===== src/design/keyframe_vector_interpolator_assert.svh =====
// Assertion macros shared by the keyframe interpolator modules.
// No dependencies.
`ifndef KEYFRAME_VECTOR_INTERPOLATOR_ASSERT_SVH
`define KEYFRAME_VECTOR_INTERPOLATOR_ASSERT_SVH
`define KVI_ASSERT_IMPL(label, clk, rst_n, a, c) \
  label: assert property (@(posedge clk) disable iff (!rst_n) (a) |-> (c)) \
    else $error("assertion failed");
`define KVI_ASSERT_NEXT(label, clk, rst_n, a, c) \
  label: assert property (@(posedge clk) disable iff (!rst_n) (a) |=> (c)) \
    else $error("assertion failed");
`endif


===== src/design/kvi_pkg.sv =====
// Shared types and constants for the keyframe interpolator.
// No dependencies.
`timescale 1ns / 1ps
package kvi_pkg;
  localparam int MAX_KEYS_DEF = 64;
  localparam int FRAC_BITS_DEF = 16;

  typedef enum logic [1:0] {
    ACT_CLEAR = 2'd0,
    ACT_LOAD  = 2'd1,
    ACT_QUERY = 2'd2,
    ACT_NONE  = 2'd3
  } action_t;

  typedef enum logic [1:0] {
    KIND_INTERP   = 2'd0,
    KIND_CLAMP    = 2'd1,
    KIND_DEFAULT  = 2'd2,
    KIND_OVERFLOW = 2'd3
  } kind_t;

  typedef struct packed {
    action_t     action;
    logic [31:0] key_time;
    logic [31:0] key_x;
    logic [31:0] key_y;
    logic [31:0] key_z;
    logic [31:0] query_time;
  } cmd_t;
endpackage


===== src/design/kvi_front.sv =====
// Front end: accepts input words, drops skipped loads and idle codes.
// Pushes commands into a two-entry queue. Depends on kvi_pkg.
`timescale 1ns / 1ps
module kvi_front import kvi_pkg::*; (
  input  logic        clk,
  input  logic        rst_n,
  input  logic        in_valid,
  output logic        in_ready,
  input  logic [1:0]  in_action,
  input  logic [31:0] in_key_time,
  input  logic [31:0] in_key_x,
  input  logic [31:0] in_key_y,
  input  logic [31:0] in_key_z,
  input  logic        in_key_has_data,
  input  logic [31:0] in_query_time,
  output logic        q_valid,
  input  logic        q_ready,
  output cmd_t        q_cmd
);
  cmd_t mem_r [2];
  logic wp_r, rp_r;
  logic [1:0] cnt_r;
  logic push, pop, keep;
  cmd_t c;

  assign in_ready = (cnt_r != 2'd2);
  assign q_valid = (cnt_r != 2'd0);
  assign q_cmd = mem_r[rp_r];
  assign pop = q_valid && q_ready;
  always_comb begin
    keep = (action_t'(in_action) == ACT_CLEAR) || (action_t'(in_action) == ACT_QUERY) ||
           ((action_t'(in_action) == ACT_LOAD) && in_key_has_data);
    c.action = action_t'(in_action);
    c.key_time = in_key_time;
    c.key_x = in_key_x;
    c.key_y = in_key_y;
    c.key_z = in_key_z;
    c.query_time = in_query_time;
  end
  assign push = in_valid && in_ready && keep;

  always_ff @(posedge clk) begin
    if (push) mem_r[wp_r] <= c;
    if (!rst_n) begin
      wp_r <= 1'b0;
      rp_r <= 1'b0;
      cnt_r <= 2'd0;
    end else begin
      if (push) wp_r <= ~wp_r;
      if (pop) rp_r <= ~rp_r;
      cnt_r <= cnt_r + {1'b0, push} - {1'b0, pop};
    end
  end

  `include "keyframe_vector_interpolator_assert.svh"
  `KVI_ASSERT_IMPL(a_no_push_full, clk, rst_n, cnt_r == 2'd2, !push)
  `KVI_ASSERT_IMPL(a_cnt_range, clk, rst_n, 1'b1, cnt_r != 2'd3)
  `KVI_ASSERT_NEXT(a_fill, clk, rst_n, push && !pop && cnt_r == 2'd0, cnt_r == 2'd1)
endmodule


===== config.mk =====
export PLATFORM = sky130hd
export DESIGN_NAME = kvi_front
export DESIGN_NICKNAME = d
export VERILOG_FILES = /design/src/design/kvi_pkg.sv /design/src/design/kvi_front.sv
export VERILOG_INCLUDE_DIRS = /design/src /design/src/design
export SDC_FILE = /design/constraint.sdc
export NUM_CORES = 1
export LEC_CHECK = 0
export ABC_AREA = 1
export BUFFER_PORTS_ARGS = -buffer_cell sky130_fd_sc_hd__buf_2
export CORE_ASPECT_RATIO = 1.4
export CORE_MARGIN = 2
export CORE_UTILIZATION = 35
export CTS_BUF_LIST = sky130_fd_sc_hd__clkbuf_4
export DETAILED_ROUTE_END_ITERATION = 12
export SETUP_SLACK_MARGIN = 0.3
export SLEW_MARGIN = 20
export SYNTH_ARGS = -nofsm -noshare
export SYNTH_HDL_FRONTEND = slang
export SYNTH_SLANG_ARGS = --single-unit
export TNS_END_PERCENT = 1

===== constraint.sdc =====
create_clock -name clk -period 7.5 [get_ports clk]
set_input_delay 0.375 -clock clk [delete_from_list [all_inputs] [get_ports clk]]
set_output_delay 0.375 -clock clk [all_outputs]
set_load 0.005 [all_outputs]

# Word level (Yosys, flattened, before mapping)
# Memory sizes are Yosys's and may differ from the RTL's. A register that Yosys moved wholly into a read port is not among the register bits.
# Cells that the tools add are included.
# W data, S select, Z words.
# totals
inputBits,167
ram_bits,324
elab_cells,23
memories,1
output_inout_bits,164
regBits,4
# mem_list
memory,depth,word_bits,rd,rd_clocked_by_memory_dff,write_ports,line,text
mem_r,2,162,1,1,1,kvi_front.sv:20,cmd_t mem_r [2];
# classes
eq_ne,3
addsub,2
bitwise,2
reduce_logical,8
mux,4
# ops
operator,count
$logic_and A1 B1 Y1,4
$mux W1,4
$add A2 B1 Y2,1
$eq A2 B1 Y1 const B,1
$eq A2 B2 Y1 const B,1
$logic_not A2 Y1,1
$logic_or A1 B1 Y1,2
$ne A2 B2 Y1 const B,1
$not A1 Y1,2
$reduce_bool A2 Y1,1
$sub A2 B1 Y2,1

# Longest topological paths before layout
# Gate-level depths: netlist of the first run.
# depth
depth_word,6
ltp_mapped,11
ltp_nobuf,11

# Least setup slack after synthesis of the first run
# OpenSTA, ideal clock, no wires.
# synth_timing
path_kind,flip-flop to flip-flop
start,register cnt_r[0]
end,memory mem_r[0][0] (netlist bit) (enable)
required_time_ns,6.814
setup_slack_ns,-0.589
path_buffers,0
setup_ns,0.686
period_less_slack_ns,8.089
stages_incl_launch_ff,5
t_arrival_ns,7.403
cell_sequence,dfxtp_1 -> inv_1 -> a21oi_1 -> nand2_1 -> nor2_1
# synth_between
elab_chain_cells,5
# synth_lines
item,line,text
"start, declared",kvi_front.sv:22,logic [1:0] cnt_r;
"start signal, assigned",kvi_front.sv:51,"cnt_r <= cnt_r + {1'b0, push} - {1'b0, pop};"
$ne A2 B2 Y1,kvi_front.sv:26,assign in_ready = (cnt_r != 2'd2);
$logic_and A1 B1 Y1 (2 in series),kvi_front.sv:40,assign push = in_valid && in_ready && keep;
$mux W1,kvi_front.sv:43,if (push) mem_r[wp_r] <= c;
$mux W1 (not written as such),kvi_front.sv:43,
"end, declared",kvi_front.sv:20,
# No other way between the ends.

==> flow_summary.json, run 1 <==
{
  "ys_warn_count": 0,
  "yosysTopAreaCellShare_pct": 79.4,
  "register_area_um2": 9830,
  "rows": 81,
  "critPathRequiredTime_ns": 7.12,
  "worst_hold_path_type": "primary input to flop",
  "finalCritPeriodShare_pct": 47.4,
  "setup_violations": 0,
  "synth_compound_area_share_pct": 0.143,
  "crit_fanout": 64,
  "fmax_ghz": 0.281,
  "maxSlewHeadroom_pct": 33.0,
  "path_clk_slew_ns": 0.07,
  "synth_top_family_by_area": "multiplexers",
  "syn2layout_area_growth_pct": 40.0,
  "track_usage_pct": 13.7,
  "synth_cell_types": 14,
  "htreeDepth": 3,
  "core_um2": 34800,
  "finClkSkew_ns": 0.0421,
  "fp.dieH_um": 225,
  "multi_input_area_um2": 2260,
  "synth-seq-area-share_pct": 80.2,
  "ys_ff_latch": 329,
  "port_buffers": 330,
  "antenna_found_initial": 2,
  "synth_fa_ha_area_share_pct": 0.204,
  "worstSetupEndpointType": "primary output",
  "die_w_um": 162,
  "start_util_pct": 35.3,
  "grt_pass1_wl_mm": 38.3,
  "p_int_w": 0.00368,
  "hold_viol": 0,
  "cp_slowest_cell": "dfxtp_4",
  "worst_slew_pin_slew_ns": 1.01,
  "total_power_w": 0.00488,
  "ir_drop_uv": 154,
  "first_pass_iters": 4,
  "nets": 1275,
  "syn_area_um2": 12300,
  "cp-start-kind": "flop",
  "crit_chain": "buf_4 > mux2_2 > buf_2",
  "grt_max_degree": 93,
  "drc": 0,
  "synthMuxAreaShare_pct": 17.3,
  "cts_tree": "yes",
  "clock_sinks": 329,
  "via_count": 6956,
  "fill_cells": 2942,
  "synth_xor_area_share_pct": 0.0715,
  "grt_pass1_vias": 7503,
  "synthCells": 541,
  "fin_tns_setup_ns": 0,
  "synth_area_per_cell_um2": 22.7,
  "drt-initial-drc-count": 305,
  "p_leak_nw": 6.66,
  "routed_wl_mm": 25.7,
  "cts_root_buf": "clkbuf_4",
  "slew_violations": 0,
  "power.share.sequential_pct": 47.2,
  "fp.dieArea_um2": 36600,
  "yosys.area_share.simple_pct": 0.592,
  "cp.arrival_ns": 3.18,
  "viasPerCell": 4.30,
  "overflow": 0,
  "crit_family": "flip-flops",
  "pwr-share-comb_pct": 20.7,
  "yosysTopAreaCell": "edfxtp_1",
  "cts_made_buffers": 80,
  "syn_nets": 710,
  "min_period_ns": 3.56,
  "cap_viol_max_count": 0,
  "dpl.hpwl_mm": 15.7,
  "drive_gt1_share_pct": 53.7,
  "status": "finished clean",
  "synth_area_leaders": "edfxtp_1 (79%), mux2_4 (9.8%), mux2_2 (7.5%)",
  "p_sw_w": 0.00121,
  "drtAntennaViolNets": 0,
  "power_frac_clock_pct": 32.1,
  "place_congestion": 0.731,
  "critPathMaxStageDelay_ns": 1.00,
  "power.share.switching_pct": 24.7,
  "critPathBufInv": 2,
  "p_per_area_nw_per_um2": 284,
  "crit_type": "flop to primary output",
  "rsz0062_at_grt": "false",
  "routedWlPerCell_um": 15.9,
  "io_pins": 331,
  "insertion_delay_ns": 0.71,
  "clock_path_buffers": 3
}
[Yosys cell counts (all sizes together)]
library cell,number
xnor2,1
edfxtp,324
o21a,1
dfxtp,5
mux2,162
nor2,7
buf,18
a21oi,2
ha,2
inv,7
nand3,1
nand2,11
[area by class of cell]
cell class,instances,area share (%)
Tap cell,456,3.32
Sequential cell,329,57.3
Clock buffer,109,4.77
Timing Repair Buffer,501,19.6
Inverter,7,0.182
Multi-Input combinational cell,187,13.1
Clock inverter,28,1.64
Antenna cell,2,0.0292
[tightest hold or removal path, delay by kind of cell]
family	cells	cell delay [ns]
AOI/OAI and AO/OA	1	0.08
buffers and inverters	1	0.08
and+or+nand+nor	3	0.26
[layout by cell type (no fill, tap or decap), types with 4 or more instances in the layout]
cell type / Yosys / layout
bufinv_16: 0 / 6
edfxtp_1: 324 / 324
clkinv_1: 0 / 14
mux2_4: 80 / 80
clkinv_2: 0 / 5
buf_4: 0 / 5
inv_1: 7 / 6
mux2_2: 82 / 82
nor2_1: 7 / 6
buf_2: 8 / 330
nand2_1: 11 / 11
clkbuf_4: 0 / 109
dlygate4sd3_1: 0 / 165
dfxtp_1: 5 / 4
[cell families (layout without fill, tap and decap cells)]
family	count (synthesis)	count (layout)
compound gates	3	3
xor+xnor	1	1
fa+ha+maj	2	2
buf+inv	25	645
flops	329	329
mux	162	162
other cells	0	2
simple gates	19	19
[power groups by stage]
stage               Clock, W  Sequential [W]  Combinational [W]
floorplan                  0         0.00231           0.000622
global placement           0         0.00234           0.000949
detailed placement         0         0.00235           0.000956
CTS                  0.00164         0.00231            0.00103
global route         0.00172         0.00232            0.00110
finish               0.00157         0.00231            0.00101
[state kept, by name, summed over array words and instances (netlist names), named ones only]
register  cells
cnt_r         2
mem_r       324
rp_r          1
wp_r          1
[through the flow]
step                      hold WS [ns]  std cells  utilization, %  area [um2]  worst slack (ns)
after global placement           0.479       1314            41.4       14400              4.34
after detailed placement         0.493       1315            41.4       14400              4.45
after CTS                       0.0121       1617            49.4       17200              3.73
final                            0.118       1619            49.4       17200              3.94
after global routing            0.0738       1619            49.4       17200              3.65
after floorplan                  0.467        541               -       12300              2.15
[metal layers]
metal / track usage, % / wire length (um)
met5: 0 / 0
met4: 6.62 / 694
met3: 5.32 / 1990
met2: 24.8 / 13800
met1: 13.7 / 9240
[repair_timing]
action                                  in CTS  in global routing
endpoints found under the hold margin      329                  0
endpoints found under the setup margin       0                  0
hold buffers                               165                  0
setup buffers                                0                  0
gates resized for setup                      0                  0
[path summary, 6_finish.rpt]
| path | from | end | slack [ns] | cells after the start |
|---|---|---|---|---|
| max | flop | q_cmd[66] | 3.94 | 3 |
| max reg2reg | cnt_r[0] | mem_r[1][140] | 4.53 | 5 |
| min reg2reg | rp_r | flop | 0.51 | 2 |
| min | in_key_has_data | wp_r | 0.12 | 5 |
No activity file was read; power rests on OpenSTA's default activity.
==> run 2: changes to the inputs <==
- clock period: 7.5 -> 3.14 ns (I/O delays scaled with it)
==> run 2 against run 1 <==
- routed wire length is 2.2% higher
- power up 140%
- global-route usage increased by 0.48 points
- highest routed layer unchanged
- core utilization increased by 0.45 points
- via count is 2.0% higher
- flip-flop and latch count did not move
- critical endpoint is now q_cmd[42]
- non-clock buffer count grew 14
- first-iteration DRC count up 0.33%
- die area unchanged
- clock power rose by 130%
- setup slack lost 3.4 ns
==> flow_summary.json, run 2 (synthesis gave the netlist of run 1 again) <==
{
  "worst_hold_path_type": "primary input to flop",
  "post-cts-setup-buffer-count": 0,
  "reg2reg_depth": 5,
  "grt_pass1_vias": 7939,
  "largest-register": "mem_r",
  "cts-resized-gates": 0,
  "fp.dieArea_um2": 36600,
  "start_util_pct": 35.3,
  "p_leak_nw": 6.73,
  "final_common_cell": "buf_2",
  "drc": 0,
  "pwr-share-comb_pct": 21.9,
  "rows": 81,
  "hold_viol": 0,
  "die_w_um": 162,
  "io_pins": 331,
  "min_period_ns": 2.58,
  "power_frac_clock_pct": 31.1,
  "insertion_delay_ns": 0.72,
  "syn2layout_area_growth_pct": 41.3,
  "path_clk_slew_ns": 0.07,
  "clock_path_buffers": 3,
  "setup_violations": 0,
  "worstSetupEndpointType": "primary output",
  "nets": 1290,
  "crit_type": "flop to primary output",
  "cts_root_buf": "clkbuf_4",
  "maxSlewHeadroom_pct": 51.7,
  "p_per_area_nw_per_um2": 672,
  "track_usage_pct": 14.2,
  "cts_hold_buf": 168,
  "overflow": 0,
  "cap_viol_max_count": 0,
  "port_buffers": 330,
  "reg.largest.list": "mem_r: 324 flops, cnt_r: 2 flops",
  "fp.dieH_um": 225,
  "finalCritPeriodShare_pct": 82.3,
  "cts_tree": "yes",
  "endpoint": "q_cmd[42]",
  "drive_gt1_share_pct": 54.1,
  "reg2reg_slack_ns": 1.13,
  "worst_slew_pin_slew_ns": 0.724,
  "place_congestion": 0.691,
  "p_int_w": 0.00869,
  "ir_drop_uv": 403,
  "r2r_start": "cnt_r[0]",
  "grt_max_degree": 77,
  "via_count": 7095,
  "p_sw_w": 0.00295,
  "cp-start-kind": "flop",
  "cp.arrival_ns": 2.43,
  "dpl.hpwl_mm": 16.2,
  "critPathRequiredTime_ns": 2.98,
  "rsz0062_at_grt": "false",
  "power.share.sequential_pct": 47.0,
  "routed_wl_mm": 26.3,
  "crit_fanout": 39,
  "htreeDepth": 3,
  "cts_made_buffers": 81,
  "finClkSkew_ns": 0.0237,
  "drt-initial-drc-count": 306,
  "drtAntennaViolNets": 0,
  "fmax_ghz": 0.387,
  "slew_violations": 0,
  "core_um2": 34800,
  "largest_register_ffs": 324,
  "power.share.switching_pct": 25.3,
  "first_pass_iters": 4,
  "mostFrequentLayoutCells": "buf_2 (330), edfxtp_1 (324), dlygate4sd3_1 (168), clkbuf_4 (116), mux2_2 (82)",
  "crit-reg2reg-capture": "mem_r[1][105]",
  "clock_sinks": 329,
  "routedWlPerCell_um": 16.0,
  "fin_tns_setup_ns": 0,
  "grt_pass1_wl_mm": 40.0,
  "final.setup.worst_slack_ns": 0.555,
  "pre_cts_ws_ns": 1.10,
  "viasPerCell": 4.32,
  "status": "finished clean",
  "antenna_found_initial": 1
}
==> run 2: worst min path at each step <==
stage          depth (start not counted)      endpoint         startpoint  slack, ns
3_5_place_dp                           1  mem_r[0][20]  in_query_time[20]       0.35
3_3_place_gp                           1  mem_r[1][85]       in_key_y[21]       0.34
6_report                               2  mem_r[1][84]       in_key_y[20]       0.14
5_1_grt                                2  mem_r[0][99]        in_key_x[3]       0.04
2_1_floorplan                          2      cnt_r[0]              rst_n       0.25
4_1_cts                                2  mem_r[0][99]        in_key_x[3]       0.03
==> run 2: per-stage QoR <==
stage | hold slack, ns | std cells | area [um2] | total power, W | util (%)
after global routing | 0.0415 | 1641 | 17300 | 0.0123 | 49.8
final | 0.139 | 1641 | 17300 | 0.0116 | 49.8
after floorplan | 0.250 | 541 | 12300 | 0.00699 | -
after global placement | 0.344 | 1326 | 14600 | 0.00796 | 41.9
after detailed placement | 0.348 | 1326 | 14600 | 0.00799 | 41.9
after CTS | 0.0313 | 1640 | 17300 | 0.0118 | 49.8
==> run 2: power groups by stage <==
stage          Combinational (W)  Clock, W  Sequential [W]
3_3_place_gp             0.00240         0         0.00555
2_1_floorplan            0.00149         0         0.00550
5_1_grt                  0.00277   0.00402         0.00552
3_5_place_dp             0.00241         0         0.00558
4_1_cts                  0.00259   0.00377         0.00548
6_report                 0.00255   0.00362         0.00547
==> run 2: final cells by class <==
class                   count  area (um2)
fillers                  2930       17400
flip-flops and latches    329        9830
repair buffers            515        3550
multi-input cells         187        2260
clock buffers             116         871
well taps                 456         571
clock inverters            30         200
inverters                   7        30.0
diodes                      1        2.50
==> run 2: per-layer routing <==
metal / wire length (um) / track usage [%] / vias to the layer above
li1: - / - / 3358
met1: 9190 / 13.9 / 3403
met2: 14100 / 25.6 / 281
met3: 2160 / 5.37 / 53
met4: 768 / 7.94 / 0
met5: 0 / 0 / -
==> run 2: critical path: stages, from the launching register on <==
cell     delay, ns
dfxtp_4       0.82
buf_4         0.35
mux2_2        0.37
buf_2         0.13
==> run 3: changes to the inputs <==
- clock period: 3.14 -> 2.47 ns (I/O delays scaled with it)
==> run 3 against run 2 <==
- setup slack worse by 0.14 ns
- sequential power grew 25%
- non-clock buffer count up 16
- flip-flop and latch count is the same
- clock skew is 0.0094 ns higher
- global-route usage hardly changed
- die area unchanged
- largest cell class unchanged
- largest power group unchanged
==> flow_summary.json, run 3 (synthesis gave the netlist of run 1 again) <==
{
  "fp.dieH_um": 225,
  "io_pins": 331,
  "critPathBufInv": 3,
  "track_usage_pct": 14.2,
  "largest-register": "mem_r",
  "grt_pass1_wl_mm": 39.8,
  "hold_end": "mem_r[0][121]",
  "worstSetupEndpointType": "primary output",
  "crit_fanout": 25,
  "syn2layout_area_growth_pct": 44.3,
  "hold_path.startpoint": "in_key_x[25]",
  "worst_hold_path_type": "primary input to flop",
  "place_congestion": 0.746,
  "crit_chain": "buf_4 > buf_12 > mux2_2 > buf_2",
  "reg2reg_slack_ns": 0.58,
  "core_um2": 34800,
  "r2r_start": "cnt_r[0]",
  "crit-reg2reg-capture": "wp_r",
  "port_buffers": 330,
  "nets": 1306,
  "path_clk_slew_ns": 0.07,
  "overflow": 0,
  "finalCritPeriodShare_pct": 83.0,
  "status": "finished clean",
  "cp.arrival_ns": 1.93,
  "setup_violations": 0,
  "drc": 0,
  "cp-start-kind": "flop",
  "cap_viol_max_count": 0,
  "min_period_ns": 2.05,
  "critPathMaxStageDelay_ns": 0.38,
  "dpl.hpwl_mm": 17.3,
  "crit_family": "buffers and inverters",
  "slew_violations": 0,
  "reg.largest.list": "mem_r: 324 flops, cnt_r: 2 flops",
  "largest_register_ffs": 324,
  "p_per_area_nw_per_um2": 867,
  "mostFrequentLayoutCells": "buf_2 (330), edfxtp_1 (324), dlygate4sd3_1 (168), clkbuf_4 (109), mux2_2 (82)",
  "ir_drop_uv": 480,
  "rows": 81,
  "routedWlPerCell_um": 16.3,
  "finClkSkew_ns": 0.0332,
  "clock_sinks": 329,
  "via_count": 7185,
  "reg2reg_depth": 6,
  "worst_slew_pin_slew_ns": 0.523,
  "grt_max_degree": 60,
  "die_w_um": 162,
  "hold_viol": 0,
  "start_util_pct": 35.3,
  "cts_made_buffers": 81,
  "utilization_pct": 50.9,
  "critPathRequiredTime_ns": 2.35,
  "min_path_cells": 2,
  "p_leak_nw": 6.90,
  "clock_path_buffers": 3,
  "htreeDepth": 3,
  "antenna_found_initial": 2,
  "grt_pass1_vias": 7717,
  "rsz0062_at_grt": "true",
  "final_common_cell": "buf_2",
  "insertion_delay_ns": 0.71,
  "fp.dieArea_um2": 36600,
  "drive_gt1_share_pct": 54.9,
  "first_pass_iters": 5,
  "maxSlewHeadroom_pct": 65.1,
  "routed_wl_mm": 27.0,
  "viasPerCell": 4.34,
  "cp_slowest_cell": "dfxtp_4",
  "crit_type": "flop to primary output",
  "drt-initial-drc-count": 303,
  "cts_tree": "yes",
  "drtAntennaViolNets": 0,
  "fmax_ghz": 0.488,
  "cts_root_buf": "clkbuf_4",
  "worst_hold_slack_ns": 0.135
}
run 3: changes by cell type in the layout (fill, tap and decap cells not counted), moves of 2 or more:
cell and delta:
buf_4 +3, clkbuf_16 +2, buf_12 +7, clkinv_2 +4
clkbuf_4 -7, buf_16 +2, bufinv_16 +4, clkinv_1 -4
run 3: worst register-to-register path, delay by kind of cell, from the launching register on:
family	cells	cell delay (ns)
AND/OR/NAND/NOR	1	0.10
AO/OA/AOI/OAI	2	0.26
buffers and inverters	3	1.15
flip-flops	1	0.35
run 3: metrics by stage:
step / TNS [ns] / cell area (um2) / instances / setup WS (ns) / total power (W)
after detailed placement: 0 / 14700 / 1335 / 0.667 / 0.0102
after CTS: 0 / 17600 / 1651 / 0.261 / 0.0155
after global placement: 0 / 14700 / 1335 / 0.699 / 0.0102
after global routing: 0 / 17700 / 1655 / 0.248 / 0.0161
after floorplan: -306.12 / 12300 / 541 / -0.989 / 0.00888
final: 0 / 17700 / 1655 / 0.419 / 0.0153
run 3: repair_timing:
| item | 4_1_cts | 5_1_grt |
|---|---|---|
| gates resized for setup | 1 | 2 |
| endpoints found under the hold margin | 334 | 0 |
| hold buffers | 168 | 0 |
| gates cloned | 0 | 2 |
| buffers inserted | 5 | 0 |
| endpoints found under the setup margin | 155 | 98 |
| pin swaps | 0 | 0 |
run 3: power by group:
| part | switching, W | internal, W |
|---|---|---|
| clock network | 0.00207 | 0.00280 |
| registers | 0.000127 | 0.00673 |
| logic | 0.00157 | 0.00203 |
run 3: final cells by class:
class                           count  area, um2
Fill cell                        2892      17100
Sequential cell                   329       9830
Timing Repair Buffer              531       3840
Multi-Input combinational cell    187       2260
Clock buffer                      109        818
Tap cell                          456        571
Clock inverter                     34        322
Inverter                            7       30.0
Antenna cell                        2       5.00
run 3: worst max-delay path by stage:
stage | endpoint | cells after the start | slack, ns
4_1_cts | q_cmd[58] | 4 | 0.26
6_report | q_cmd[35] | 4 | 0.42
2_1_floorplan | mem_r[0][0] | 4 | -0.99
3_5_place_dp | mem_r[1][59] | 5 | 0.67
5_1_grt | q_cmd[32] | 4 | 0.25
3_3_place_gp | mem_r[0][60] | 5 | 0.70
run 3: per-layer routing:
layer / track usage (%) / vias up / wire length [um]
li1: - / 3379 / -
met1: 14.9 / 3463 / 9940
met2: 24.7 / 290 / 14100
met3: 5.65 / 53 / 2220
met4: 6.94 / 0 / 653
met5: 0 / - / 0
